==> config.mk <==
export PLATFORM = sky130hd
export DESIGN_NAME = variable_partition_allocator
export DESIGN_NICKNAME = d
export VERILOG_FILES = /design/src/design/vpa_pkg.sv /design/src/design/vpa_ram.sv /design/src/design/variable_partition_allocator.sv
export SDC_FILE = /design/constraint.sdc
export NUM_CORES = 2
export LEC_CHECK = 0
export ABC_AREA = 1
export BUFFER_PORTS_ARGS = -buffer_cell sky130_fd_sc_hd__buf_2
export CAP_MARGIN = 20
export CORE_MARGIN = 8
export CORE_UTILIZATION = 33
export DETAILED_ROUTE_END_ITERATION = 10
export SETUP_SLACK_MARGIN = 0.1
export SLEW_MARGIN = 25
export SYNTH_ARGS = -nofsm -noshare
export SYNTH_HDL_FRONTEND = slang
export SYNTH_HIERARCHICAL = 1
export SYNTH_SLANG_ARGS = --single-unit
==> constraint.sdc <==
create_clock -name clk_i -period 7.29 [get_ports clk_i]
set_clock_uncertainty 0.1 [all_clocks]
set_input_delay 1.458 -clock clk_i [delete_from_list [all_inputs] [get_ports clk_i]]
set_output_delay 1.458 -clock clk_i [all_outputs]
set_load 0.02 [all_outputs]
==> src/design/vpa_pkg.sv <==
// Shared constants and codes for the variable partition allocator.
// No dependencies; imported by the allocator, its checker and the bench.
`default_nettype none
package vpa_pkg;

  localparam int AW = 16;

  localparam logic OP_ALLOC = 1'b0;
  localparam logic OP_FREE  = 1'b1;

  localparam logic [2:0] ST_OK        = 3'd0;
  localparam logic [2:0] ST_NO_FIT    = 3'd1;
  localparam logic [2:0] ST_BAD_SIZE  = 3'd2;
  localparam logic [2:0] ST_NOT_FOUND = 3'd3;
  localparam logic [2:0] ST_FULL      = 3'd4;

  localparam logic [1:0] POL_FIRST = 2'd0;
  localparam logic [1:0] POL_BEST  = 2'd1;
  localparam logic [1:0] POL_WORST = 2'd2;

  localparam logic [1:0] CFG_POLICY = 2'd0;
  localparam logic [1:0] CFG_TOTAL  = 2'd1;
  localparam logic [1:0] CFG_SLICE  = 2'd2;

  localparam logic [AW-1:0] TOTAL_RESET = 16'd1024;
  localparam logic [AW-1:0] SLICE_RESET = 16'd10;

endpackage
`default_nettype wire

==> src/design/vpa_ram.sv <==
// Generic single-write, single-read RAM with registered read data.
// Depends on nothing; used for the free table and the owner table.
`default_nettype none
module vpa_ram #(
  parameter int WIDTH = 32,
  parameter int DEPTH = 16
) (
  input  wire logic                                        clk_i,
  input  wire logic                                        we_i,
  input  wire logic [((DEPTH > 1) ? $clog2(DEPTH) : 1)-1:0] waddr_i,
  input  wire logic [WIDTH-1:0]                            wdata_i,
  input  wire logic [((DEPTH > 1) ? $clog2(DEPTH) : 1)-1:0] raddr_i,
  output logic      [WIDTH-1:0]                            rdata_o
);
  logic [WIDTH-1:0] mem_q [DEPTH];

  always_ff @(posedge clk_i) begin
    if (we_i) begin
      mem_q[waddr_i] <= wdata_i;
    end
    rdata_o <= mem_q[raddr_i];
  end
endmodule
`default_nettype wire

==> src/design/variable_partition_allocator.sv <==
// Variable partition allocator: top level with sequencer, tables and output register.
// Depends on vpa_pkg and vpa_ram.
//
//  channel  | dir | tdata (low bit up)                 | tuser
//  s_*      | in  | request_size, process_id           | operation
//  m_*      | out | block_address, granted_size, id    | status
//  cfg_*    | in  | write enable, index, 16-bit value  | -
//
// A valid table entry costs a RAM read and a compare; an empty one is skipped without a read.
// Allocate runs merge passes over the free table until nothing changes and then one fit scan.
// After reset entry 0 of the free table reads as [0, total_size) without a clearing pass.
// A result waits in the output register while the next item may already be accepted.
`default_nettype none
module variable_partition_allocator
  import vpa_pkg::*;
#(
  parameter int OWNER_SLOTS = 16,
  parameter int FREE_SLOTS  = 17
) (
  input  wire logic        clk_i,
  input  wire logic        rst_ni,
  input  wire logic        s_tvalid_i,
  output logic             s_tready_o,
  input  wire logic [31:0] s_tdata_i,   // request_size, process_id
  input  wire logic [0:0]  s_tuser_i,   // operation
  output logic             m_tvalid_o,
  input  wire logic        m_tready_i,
  output logic      [47:0] m_tdata_o,   // block_address, granted_size, assigned_id
  output logic      [2:0]  m_tuser_o,   // status
  input  wire logic        cfg_we_i,
  input  wire logic [1:0]  cfg_idx_i,
  input  wire logic [15:0] cfg_data_i
);
  localparam int FI = (FREE_SLOTS > 1) ? $clog2(FREE_SLOTS) : 1;
  localparam int OI = (OWNER_SLOTS > 1) ? $clog2(OWNER_SLOTS) : 1;
  localparam logic [FI-1:0] FLAST = FI'(FREE_SLOTS - 1);
  localparam logic [OI-1:0] OLAST = OI'(OWNER_SLOTS - 1);

  localparam logic [3:0] S_IDLE  = 4'd0;
  localparam logic [3:0] S_OS_RD = 4'd1;
  localparam logic [3:0] S_OS_WT = 4'd2;
  localparam logic [3:0] S_FH_RD = 4'd3;
  localparam logic [3:0] S_FH_WT = 4'd4;
  localparam logic [3:0] S_FH_NW = 4'd5;
  localparam logic [3:0] S_M_I   = 4'd6;
  localparam logic [3:0] S_M_IW  = 4'd7;
  localparam logic [3:0] S_M_J   = 4'd8;
  localparam logic [3:0] S_M_JW  = 4'd9;
  localparam logic [3:0] S_M_WB  = 4'd10;
  localparam logic [3:0] S_C_RD  = 4'd11;
  localparam logic [3:0] S_C_WT  = 4'd12;
  localparam logic [3:0] S_C_END = 4'd13;
  localparam logic [3:0] S_DONE  = 4'd14;

  logic [3:0] state_q, state_d;
  logic [1:0] policy_q, policy_d;
  logic [AW-1:0] total_q, total_d, slice_q, slice_d, id_q, id_d;
  logic e0_q, e0_d, fr_init_q;
  logic [FREE_SLOTS-1:0] fvalid_q, fvalid_d;
  logic [OWNER_SLOTS-1:0] ovalid_q, ovalid_d;
  logic op_q, op_d, changed_q, changed_d, pv_q, pv_d;
  logic [AW-1:0] size_q, size_d, pid_q, pid_d, oaddr_q, oaddr_d, olen_q, olen_d;
  logic [AW-1:0] cur_s_q, cur_s_d, cur_l_q, cur_l_d, ps_q, ps_d, pl_q, pl_d;
  logic [FI-1:0] i_q, i_d, j_q, j_d, pidx_q, pidx_d;
  logic [OI-1:0] k_q, k_d, slot_q, slot_d;
  logic [2:0] st_q, st_d, mst_q, mst_d;
  logic [AW-1:0] raddr_q, raddr_d, rlen_q, rlen_d, rid_q, rid_d;
  logic [AW-1:0] maddr_q, maddr_d, mlen_q, mlen_d, mid_q, mid_d;
  logic mval_q, mval_d;

  logic fw_en, ow_en;
  logic [FI-1:0] fw_addr, fr_raddr, fe_idx;
  logic [31:0] fw_data, fr_rdata;
  logic [47:0] ow_data, or_rdata;
  logic [OI-1:0] of_idx;
  logic of_found, fe_found, take;
  logic [AW-1:0] rd_s, rd_l, f_end, o_end, cur_end, left;

  vpa_ram #(.WIDTH(32), .DEPTH(FREE_SLOTS)) u_free_ram (
    .clk_i, .we_i(fw_en), .waddr_i(fw_addr), .wdata_i(fw_data),
    .raddr_i(fr_raddr), .rdata_o(fr_rdata)
  );

  vpa_ram #(.WIDTH(48), .DEPTH(OWNER_SLOTS)) u_owner_ram (
    .clk_i, .we_i(ow_en), .waddr_i(slot_q), .wdata_i(ow_data),
    .raddr_i(k_q), .rdata_o(or_rdata)
  );

  assign fr_raddr = (state_q == S_M_J) ? j_q : i_q;
  assign rd_s     = fr_init_q ? '0 : fr_rdata[15:0];
  assign rd_l     = fr_init_q ? total_q : fr_rdata[31:16];
  assign f_end    = rd_s + rd_l;
  assign o_end    = oaddr_q + olen_q;
  assign cur_end  = cur_s_q + cur_l_q;
  assign left     = pl_q - size_q;

  always_comb begin
    of_found = 1'b0;
    of_idx   = '0;
    for (int k = OWNER_SLOTS - 1; k >= 0; k--) begin
      if (!ovalid_q[k]) begin
        of_found = 1'b1;
        of_idx   = OI'(k);
      end
    end
    fe_found = 1'b0;
    fe_idx   = '0;
    for (int k = FREE_SLOTS - 1; k >= 0; k--) begin
      if (!fvalid_q[k]) begin
        fe_found = 1'b1;
        fe_idx   = FI'(k);
      end
    end
  end

  always_comb begin
    if (policy_q == POL_WORST) begin
      take = !pv_q || (rd_l > pl_q) || ((rd_l == pl_q) && (rd_s < ps_q));
    end else if (rd_l < size_q) begin
      take = 1'b0;
    end else if (!pv_q) begin
      take = 1'b1;
    end else if (policy_q == POL_BEST) begin
      take = (rd_l < pl_q) || ((rd_l == pl_q) && (rd_s < ps_q));
    end else begin
      take = rd_s < ps_q;
    end
  end

  always_comb begin
    state_d = state_q;  policy_d = policy_q; total_d = total_q; slice_d = slice_q;
    id_d = id_q;        e0_d = e0_q;         fvalid_d = fvalid_q; ovalid_d = ovalid_q;
    op_d = op_q;        changed_d = changed_q; pv_d = pv_q;
    size_d = size_q;    pid_d = pid_q;       oaddr_d = oaddr_q;  olen_d = olen_q;
    cur_s_d = cur_s_q;  cur_l_d = cur_l_q;   ps_d = ps_q;        pl_d = pl_q;
    i_d = i_q;          j_d = j_q;           pidx_d = pidx_q;    k_d = k_q;
    slot_d = slot_q;    st_d = st_q;         raddr_d = raddr_q;  rlen_d = rlen_q;
    rid_d = rid_q;      mst_d = mst_q;       maddr_d = maddr_q;  mlen_d = mlen_q;
    mid_d = mid_q;      mval_d = mval_q & ~m_tready_i;
    fw_en = 1'b0;       fw_addr = i_q;       fw_data = {cur_l_q, cur_s_q};
    ow_en = 1'b0;       ow_data = {AW'(0), ps_q, id_q};

    case (state_q)
      S_IDLE: begin
        if (s_tvalid_i) begin
          op_d    = s_tuser_i[0];
          size_d  = s_tdata_i[15:0];
          pid_d   = s_tdata_i[31:16];
          raddr_d = '0;
          rlen_d  = '0;
          if (s_tuser_i[0] == OP_ALLOC) begin
            id_d  = id_q + AW'(1);
            rid_d = id_q + AW'(1);
            if (s_tdata_i[15:0] == '0) begin
              st_d    = ST_BAD_SIZE;
              state_d = S_DONE;
            end else if (!of_found) begin
              st_d    = ST_FULL;
              state_d = S_DONE;
            end else begin
              slot_d    = of_idx;
              i_d       = '0;
              changed_d = 1'b0;
              state_d   = S_M_I;
            end
          end else begin
            rid_d   = '0;
            k_d     = '0;
            state_d = S_OS_RD;
          end
        end
      end
      S_OS_RD, S_OS_WT: begin
        if (state_q == S_OS_RD && ovalid_q[k_q]) begin
          state_d = S_OS_WT;
        end else if (state_q == S_OS_WT && or_rdata[15:0] == pid_q) begin
          oaddr_d = or_rdata[31:16];
          olen_d  = or_rdata[47:32];
          i_d     = '0;
          state_d = S_FH_RD;
        end else if (k_q == OLAST) begin
          st_d    = ST_NOT_FOUND;
          state_d = S_DONE;
        end else begin
          k_d     = k_q + OI'(1);
          state_d = S_OS_RD;
        end
      end
      S_FH_RD, S_FH_WT: begin
        if (state_q == S_FH_RD && fvalid_q[i_q]) begin
          state_d = S_FH_WT;
        end else if (state_q == S_FH_WT && (f_end == oaddr_q || rd_s == o_end)) begin
          fw_en        = 1'b1;
          fw_data      = {rd_l + olen_q, (rd_s == o_end) ? oaddr_q : rd_s};
          ovalid_d[k_q] = 1'b0;
          st_d         = ST_OK;
          raddr_d      = oaddr_q;
          rlen_d       = olen_q;
          i_d          = '0;
          changed_d    = 1'b0;
          state_d      = S_M_I;
        end else if (i_q == FLAST) begin
          state_d = S_FH_NW;
        end else begin
          i_d     = i_q + FI'(1);
          state_d = S_FH_RD;
        end
      end
      S_FH_NW: begin
        if (!fe_found) begin
          st_d    = ST_FULL;
          state_d = S_DONE;
        end else begin
          fw_en            = 1'b1;
          fw_addr          = fe_idx;
          fw_data          = {olen_q, oaddr_q};
          fvalid_d[fe_idx] = 1'b1;
          ovalid_d[k_q]    = 1'b0;
          st_d             = ST_OK;
          raddr_d          = oaddr_q;
          rlen_d           = olen_q;
          i_d              = '0;
          changed_d        = 1'b0;
          state_d          = S_M_I;
        end
      end
      S_M_I, S_M_WB: begin
        if (state_q == S_M_I && fvalid_q[i_q]) begin
          state_d = S_M_IW;
        end else begin
          fw_en = (state_q == S_M_WB);
          if (i_q != FLAST) begin
            i_d     = i_q + FI'(1);
            state_d = S_M_I;
          end else if (changed_q) begin
            i_d       = '0;
            changed_d = 1'b0;
            state_d   = S_M_I;
          end else if (op_q == OP_ALLOC) begin
            i_d     = '0;
            pv_d    = 1'b0;
            state_d = S_C_RD;
          end else begin
            state_d = S_DONE;
          end
        end
      end
      S_M_IW: begin
        cur_s_d = rd_s;
        cur_l_d = rd_l;
        j_d     = '0;
        state_d = S_M_J;
      end
      S_M_J, S_M_JW: begin
        if (state_q == S_M_J && j_q != i_q && fvalid_q[j_q]) begin
          state_d = S_M_JW;
        end else begin
          if (state_q == S_M_JW && cur_end == rd_s) begin
            cur_l_d       = cur_l_q + rd_l;
            fvalid_d[j_q] = 1'b0;
            changed_d     = 1'b1;
          end
          if (j_q == FLAST) begin
            state_d = S_M_WB;
          end else begin
            j_d     = j_q + FI'(1);
            state_d = S_M_J;
          end
        end
      end
      S_C_RD, S_C_WT: begin
        if (state_q == S_C_RD && fvalid_q[i_q]) begin
          state_d = S_C_WT;
        end else begin
          if (state_q == S_C_WT && take) begin
            pv_d   = 1'b1;
            pidx_d = i_q;
            ps_d   = rd_s;
            pl_d   = rd_l;
          end
          if (i_q == FLAST) begin
            state_d = S_C_END;
          end else begin
            i_d     = i_q + FI'(1);
            state_d = S_C_RD;
          end
        end
      end
      S_C_END: begin
        state_d = S_DONE;
        if (!pv_q || pl_q < size_q) begin
          st_d = ST_NO_FIT;
        end else begin
          st_d    = ST_OK;
          raddr_d = ps_q;
          if (left <= slice_q) begin
            rlen_d           = pl_q;
            ow_data          = {pl_q, ps_q, id_q};
            fvalid_d[pidx_q] = 1'b0;
          end else begin
            rlen_d  = size_q;
            ow_data = {size_q, ps_q, id_q};
            fw_en   = 1'b1;
            fw_addr = pidx_q;
            fw_data = {left, ps_q + size_q};
          end
          ow_en            = 1'b1;
          ovalid_d[slot_q] = 1'b1;
        end
      end
      S_DONE: begin
        if (!mval_q || m_tready_i) begin
          mval_d  = 1'b1;
          mst_d   = st_q;
          maddr_d = raddr_q;
          mlen_d  = rlen_q;
          mid_d   = rid_q;
          state_d = S_IDLE;
        end
      end
      default: state_d = S_IDLE;
    endcase

    if (fw_en && fw_addr == '0) begin
      e0_d = 1'b0;
    end

    if (cfg_we_i) begin
      case (cfg_idx_i)
        CFG_POLICY: policy_d = cfg_data_i[1:0];
        CFG_TOTAL: begin
          total_d     = cfg_data_i;
          e0_d        = 1'b1;
          fvalid_d    = '0;
          fvalid_d[0] = (cfg_data_i != '0);
          ovalid_d    = '0;
        end
        CFG_SLICE: slice_d = cfg_data_i;
        default: ;
      endcase
    end
  end

  always_ff @(posedge clk_i or negedge rst_ni) begin
    if (!rst_ni) begin
      state_q   <= S_IDLE;
      policy_q  <= POL_FIRST;
      total_q   <= TOTAL_RESET;
      slice_q   <= SLICE_RESET;
      id_q      <= '0;
      e0_q      <= 1'b1;
      fr_init_q <= 1'b0;
      fvalid_q  <= FREE_SLOTS'(1);
      ovalid_q  <= '0;
      mval_q    <= 1'b0;
    end else begin
      state_q   <= state_d;
      policy_q  <= policy_d;
      total_q   <= total_d;
      slice_q   <= slice_d;
      id_q      <= id_d;
      e0_q      <= e0_d;
      fr_init_q <= e0_q && (fr_raddr == '0);
      fvalid_q  <= fvalid_d;
      ovalid_q  <= ovalid_d;
      mval_q    <= mval_d;
    end
  end

  always_ff @(posedge clk_i) begin
    op_q <= op_d;       changed_q <= changed_d; pv_q <= pv_d;
    size_q <= size_d;   pid_q <= pid_d;         oaddr_q <= oaddr_d; olen_q <= olen_d;
    cur_s_q <= cur_s_d; cur_l_q <= cur_l_d;     ps_q <= ps_d;       pl_q <= pl_d;
    i_q <= i_d;         j_q <= j_d;             pidx_q <= pidx_d;   k_q <= k_d;
    slot_q <= slot_d;   st_q <= st_d;           raddr_q <= raddr_d; rlen_q <= rlen_d;
    rid_q <= rid_d;     mst_q <= mst_d;         maddr_q <= maddr_d; mlen_q <= mlen_d;
    mid_q <= mid_d;
  end

  assign s_tready_o = (state_q == S_IDLE);
  assign m_tvalid_o = mval_q;
  assign m_tdata_o  = {mid_q, mlen_q, maddr_q};
  assign m_tuser_o  = mst_q;
endmodule
`default_nettype wire

* Word-level counts from Yosys, hierarchy flattened
Memories as Yosys holds them, arrays and structs flattened. A register that Yosys moved wholly into a read port is not among the register bits.
Cells that the tools add are included.
** Storage, ports and cells
- Register bits after elaboration :: 346
- Bits in writable memories :: 1312
- Input port bits :: 56
- Output and inout port bits :: 53
- Logic and storage cells :: 427
- Memories :: 2
** Memory list
- u_owner_ram.mem_q :: depth 16, bits a word 48, read ports 1, clocked after Yosys merged registers in 1, write ports 1, RTL line vpa_ram.sv:15 : logic [WIDTH-1:0] mem_q [DEPTH];
- u_free_ram.mem_q :: depth 17, bits a word 32, read ports 1, clocked after Yosys merged registers in 1, write ports 1, RTL line vpa_ram.sv:15
** Operators by class
- $add $sub $neg :: 11
- Order comparisons :: 17
- Equal/unequal tests :: 54
- Multiplexer cells :: 227
- Bitwise gates (word level) :: 14
- Reductions and logical operators :: 65
** Operators by type and width (number)
- $mux 16 :: 21
- $mux 5 :: 38
- $mux 32 :: 5
- $mux 48 :: 3
- $pmux 16 s4 :: 2
- $mux 17 :: 7
- $mux 4 :: 25
- $add 16x16->16 :: 6
- $pmux 32 s3 :: 1
- $mux 1 :: 81
- $eq 16x16->1 :: 5
- $lt 16x16->1 :: 4
- $mux 3 :: 20
- $pmux 17 s3 :: 1
- $pmux 16 s3 :: 1
- $ne 2x2->1 const B :: 22
- $pmux 4 s10 :: 1
- $and 17x17->17 :: 2
- $not 17->17 :: 2
- $eq 4x4->1 const B :: 8
- $pmux 16 s2 :: 1
- $pmux 5 s6 :: 1
- $lt 5x6->1 const B :: 4
- $reduce_and 12->1 :: 2
- other kinds (58) :: 125

* Logic depth before layout (Yosys ltp)
- Depth after elaboration :: 26
- Gate-level depth with buffers :: 26
- Depth with buffers taken out :: 26

* Cells and area by module
Netlist, hierarchy kept.
** Modules (own cells, without submodules)
- vpa_ram at u_owner_ram :: instances 1, cells an instance 3165, area an instance 33988.8 µm², sequential area each 24023.0 µm²
- variable_partition_allocator :: instances 1, cells an instance 3255, area an instance 25243.0 µm², sequential area each 9945.8 µm²
- vpa_ram at u_free_ram :: instances 1, cells an instance 1876, area an instance 22571.6 µm², sequential area each 16976.3 µm²

* Worst setup path after synthesis
No wires, ideal clock.
- Kind :: register to register
- Start :: register size_q[0]
- End :: memory u_free_ram.mem_q[32][0] (netlist: u_free_ram/mem_q[16][0]) (enable)
- Library setup time :: 501 ps
- Arrival :: 6487 ps
- Data required time :: 6689 ps
- Slack :: 202 ps
- Cell stages (with the launch flop) :: 25
- Path buffers :: 1
- Period minus slack after synthesis :: 7088 ps
- Cells stage by stage :: edfxtp_1 -> ha_1 -> fa_1 -> o21ai_1 -> nand2_1 -> nand2_1 -> a21oi_1 -> o21bai_1 -> xor2_1 -> ha_1 -> nand2_1 -> inv_1 -> nand3_1 -> nor3_1 -> nand2_1 -> nand2_1 -> nand2_1 -> nor2_2 -> buf_4 -> o21ai_0 -> o21ai_0 -> o21ai_0 -> inv_1 -> inv_1 -> nor4_1
** Between the ends
- Elaborated cells on any way between the ends :: 12
- Classes of those cells :: add/sub: 1; order compare: 2; mux: 8; reduce/logical: 1
** RTL lines
- from (decl) :: RTL line variable_partition_allocator.sv:62 : logic [AW-1:0] size_q, size_d, pid_q, pid_d, oaddr_q, oaddr_d, olen_q, olen_d;
- from (signal assigned) :: RTL line variable_partition_allocator.sv:372 : size_q <= size_d; pid_q <= pid_d; oaddr_q <= oaddr_d; olen_q <= olen_d;
- $sub 16x16->16 :: RTL line variable_partition_allocator.sv:95 : assign left = pl_q - size_q;
- $le 16x16->1 :: RTL line variable_partition_allocator.sv:296 : if (left <= slice_q) begin
- $mux 5 :: RTL line variable_partition_allocator.sv:296
- $mux 5 * :: RTL line variable_partition_allocator.sv:291 : if (!pv_q || pl_q < size_q) begin
- $pmux 5 s2 * :: RTL line variable_partition_allocator.sv:143 : case (state_q)
- via fw_addr[4] :: RTL line variable_partition_allocator.sv:72 : logic [FI-1:0] fw_addr, fr_raddr, fe_idx;
- to (decl) :: RTL line vpa_ram.sv:15
Mark *: on every way through the listed nets, which the timed path passes. The rest lies on a longest branch.

* Worst setup path in the final report
- Start :: register fr_init_q
- End :: memory u_free_ram.mem_q[32][26] (netlist: u_free_ram/mem_q[16][26]) (data pin)
** Between the ends
- Cells in the longest elaborated chain, start to end :: 8
- Elaborated cells on any way between the ends :: 11
- Classes of those cells :: add/sub: 2; eq/ne: 2; mux: 5; reduce/logical: 2
** Ends and longest elaborated chain
- from (decl) :: RTL line variable_partition_allocator.sv:58 : logic e0_q, e0_d, fr_init_q;
- from (signal assigned) :: RTL line variable_partition_allocator.sv:363 : fr_init_q <= e0_q && (fr_raddr == '0);
- $mux 16 * :: RTL line variable_partition_allocator.sv:91 : assign rd_l = fr_init_q ? total_q : fr_rdata[31:16];
- via rd_l[1] :: RTL line variable_partition_allocator.sv:77 : logic [AW-1:0] rd_s, rd_l, f_end, o_end, cur_end, left;
- $add 16x16->16 :: RTL line variable_partition_allocator.sv:92 : assign f_end = rd_s + rd_l;
- $eq 16x16->1 :: RTL line variable_partition_allocator.sv:192 : end else if (state_q == S_FH_WT && (f_end == oaddr_q || rd_s == o_end)) begin
- $logic_or 1x1->1 :: RTL line variable_partition_allocator.sv:192
- $logic_and 1x1->1 :: RTL line variable_partition_allocator.sv:192
- $mux 32 * :: RTL line variable_partition_allocator.sv:192
- $mux 32 * :: RTL line variable_partition_allocator.sv:190 : if (state_q == S_FH_RD && fvalid_q[i_q]) begin
- $pmux 32 s3 * :: RTL line variable_partition_allocator.sv:143
- via fw_data[26] :: RTL line variable_partition_allocator.sv:73 : logic [31:0] fw_data, fr_rdata;
Marked as above.

==> results.py <==
metrics = {
    "yosys": {
        "syn_avg_cell_area_sq_um": 9.86,
        "yosys.area_share.adder_pct": 2.92,
        "netlist_instances": 8296,
        "yosys_warnings": 6,
        "synth_compound_area_share_pct": 5.07,
        "synthArstFlopShare_pct": 5.18,
        "ys_ff_latch": 1738,
        "muxShareOfSynthArea_pct": 0,
        "synthesis.nets": 8539,
        "synth-simple-area-share_pct": 20.8,
        "synth_ff_type": "edfxtp_1",
        "synth_xor_area_share_pct": 1.59,
        "yosysSeqAreaShare_pct": 62.3,
        "ys_types": 61,
        "synth_edf_count": 1568,
        "synth_top_family_by_area": "simple AND/OR/NAND/NOR gates",
        "netlist_area_sq_um": 81800,
    },
    "hold_path": {
        "hold-path-endpoint": "olen_q[6]$_DFFE_PP_",
        "hp-start": "u_owner_ram/rdata_o[38]$_DFF_P_",
        "hold_path_depth": 0,
        "hold_path_class": "reg -> reg",
    },
    "place": {
        "dpl.hpwl_mm": 166,
        "dp_cells": 11500,
        "io_buffers": 108,
        "place_congestion": 0.966,
    },
    "routing": {
        "vias_per_cell": 5.03,
        "ant_nets": 0,
        "detail_route.wl_per_cell_um": 21.6,
        "totalWireLength_mm": 255,
        "dr.pass1.iters": 10,
        "drtIter0Drc": 5850,
        "vias": 59300,
        "drc": 0,
    },
    "cts": {
        "post_cts_resized": 0,
        "cts_tree": "built",
        "cts-root-buf": "clkbuf_16",
        "clk_latency_ns": 0.86,
        "ctsHoldBuffers": 0,
        "numCtsBuffers": 185,
        "cts.clk_slew.worst_paths_ns": 0.06,
        "cts.sinks": 1738,
        "clockBufferDepth": 3,
        "htreeDepth": 4,
        "postCtsSetupBuffers": 0,
    },
    "timing": {
        "setup_viol": 0,
        "tightest_slew_ns": 1.11,
        "final-max-slew-violation-count": 0,
        "clock.fmax_mhz": 170,
        "relSlewSlack_pct": 25.7,
        "fin_setup_tns_ns": 0,
        "min_period_ns": 5.90,
        "rsz0062_at_grt": "false",
        "finalHoldViolations": 0,
        "fin_crit_sh_pct": 80.9,
    },
    "worst_setup_path": {
        "cp.required_ns": 7.45,
        "crit_family": "simple AND/OR/NAND/NOR gates",
        "crit_type": "reg -> reg",
        "path_buf_inv": 3,
        "crit_path_end_kind": "flip-flop",
        "critical_path_peak_fanout": 33,
        "setup.worst_path.start": "fr_init_q$_DFF_PN0_",
        "slowest_stage": "dfrtp_1",
        "arrival_ns": 6.06,
        "reg2reg_to": "u_free_ram/mem_q[16][26]$_DFFE_PP_",
        "worstRegToRegCells": 21,
        "worst_path_most_repeated_cell": "nand2_1",
        "path_cells": "inv_4, or2_2, o21ai_0, inv_1, fa_1, nand3_1, nand2_1, nand2_1, nand3_1, nand2_1, nand2_1, xor2_1, nand2_1, nor3_1, nand2_1, nand2_2, nand2_4, clkinv_2, nand2_1, nand3_1, nand4_1",
        "regToRegStartpoint": "fr_init_q$_DFF_PN0_",
        "worstSetupStartpointType": "flip-flop",
        "critPathMaxStageDelay_ns": 0.84,
        "rrSetupSlack_ns": 1.39,
    },
    "finish": {
        "areaGrowthSynthToFinish_pct": 12.6,
        "final_cell_mix": "nand2_1, edfxtp_1, nand3_1",
        "fin_cells": 11800,
        "drive_gt1_share_pct": 7.02,
        "layout_commonest_cell": "nand2_1",
        "fillers": 24000,
        "fin_nets": 8576,
    },
    "die": {
        "fp.dieH_um": 514,
        "coreArea_sq_um": 246000,
        "initial_core_util_pct": 33.2,
        "die_w_um": 514,
        "io_pins": 109,
        "dieArea_sq_um": 264000,
        "rows": 182,
    },
    "grt": {
        "antenna_found_initial": 11,
        "grt.total_usage_pct": 18.6,
        "grt_max_degree": 180,
        "overflow": 0,
        "grt_pass1_wl_mm": 374,
        "grt_pass1_vias": 56800,
    },
    "job": {
        "drv_cap": 0,
    },
    "power_and_ir_drop": {
        "ir_worst_vdd_mv": 0.457,
        "p_leak_nw": 37.8,
        "powerDensity_nw_per_um2": 405,
    },
    "outcome": {
        "status": "finished clean",
    },
}
## report_power, final
part | switching (mW) | total, mW | internal [mW]
Sequential | 0.945 | 13.7 | 12.7
Combinational | 10.2 | 14.1 | 3.89
Clock | 4.07 | 9.48 | 5.41
## metal layers
metal  GRT usage [%]  vias to the layer above  wire length [um]
met5               0                        -                21
met4            8.33                        4             12400
met3            2.77                      528             17200
met2            30.6                     2332            119000
met1            24.4                    28600            106000
li1                -                    27800                 -
## sequential cells by signal, indices dropped and copies added, names as in the netlist, 17 cells and up
signal,count
u_owner_ram/mem_q,768
u_free_ram/mem_q,544
fvalid_q,17
u_free_ram/rdata_o,32
u_owner_ram/rdata_o,48
## worst register-to-register path, cell delays in order, from the launching register on
cell and delay (ns):
dfrtp_1 0.84, inv_4 0.36, or2_2 0.42, o21ai_0 0.14, inv_1 0.26, fa_1 0.49, nand3_1 0.09, nand2_1 0.08
nand2_1 0.07, nand3_1 0.14, nand2_1 0.10, nand2_1 0.06, xor2_1 0.14, nand2_1 0.07, nor3_1 0.17, nand2_1 0.14
nand2_2 0.11, nand2_4 0.18, clkinv_2 0.48, nand2_1 0.14, nand3_1 0.10, nand4_1 0.68
## cell families (layout without fill, tap and decap cells)
kind of cell,count (synthesis),in the layout
XOR/XNOR,148,148
AO/OA/AOI/OAI,765,765
other,0,5
adder cells (fa/ha/maj),187,187
buffers and inverters,1399,1590
flip-flops,1738,1738
AND/OR/NAND/NOR,4059,4059
## cell type report
class	count	area, sq um	share of cell area (%)
sequential	1738	50900	55.3
timing repair buffer	218	1640	1.78
antenna	5	12.5	0.0136
clock buffer	246	5050	5.49
inverter	1031	3910	4.25
clock inverter	95	1110	1.20
tap	3312	4140	4.50
multi-input combinational	5159	25300	27.4
## how the worst max path moves through the flow
stage	end	slack, ns	depth (start not counted)
global route	u_free_ram/mem_q[16][24]$_DFFE_PP_	1.01	21
CTS	u_free_ram/mem_q[2][26]$_DFFE_PP_	1.43	21
finish	u_free_ram/mem_q[16][26]$_DFFE_PP_	1.39	21
floorplan	u_free_ram/mem_q[16][0]$_DFFE_PP_	0.20	24
detailed placement	u_free_ram/mem_q[2][21]$_DFFE_PP_	1.46	21
global placement	u_free_ram/mem_q[11][7]$_DFFE_PP_	1.46	21
## per-stage QoR
stage	utilization (%)	total power [mW]	hold WS [ns]	instance area, sq um	worst slack [ns]
2_1_floorplan	-	23.2	0.286	81800	0.202
3_3_place_gp	34.9	27.7	0.289	85800	1.46
3_5_place_dp	34.9	27.8	0.289	85900	1.46
4_1_cts	37.4	37.4	0.302	92000	1.43
5_1_grt	37.4	39.4	0.305	92100	1.01
6_report	37.4	37.3	0.298	92100	1.39
## cell usage after synthesis (all sizes together) (2+ instances only)
library cell,n,area [sq um]
and2,2,12.5
dfrtp,85,2130
dfstp,5,131
clkinv,7,27.5
nor4,19,119
clkbuf,111,420
o22ai,7,43.8
o31ai,4,30.0
nor2,318,1210
a21boi,6,45.0
a21oi,279,1400
nand3,1142,5720
ha,180,2250
xnor2,52,455
buf,257,1680
a22oi,7,52.6
nand3b,7,52.6
xor2,96,848
and3,2,12.5
a31oi,9,56.3
o211ai,22,165
nand4,56,350
a21o,14,105
o21ai,361,1810
o221ai,7,61.3
nor4b,2,17.5
dfxtp,80,1600
nor3b,2,15.0
o21a,5,37.5
o21bai,9,67.6
nand2,2456,9250
a211oi,24,180
o2111ai,2,17.5
or2,12,75.1
a221oi,3,26.3
inv,1024,3850
nor3,40,200
edfxtp,1568,47100
fa,7,140
Note: power is estimated with default switching activity, not from simulation.
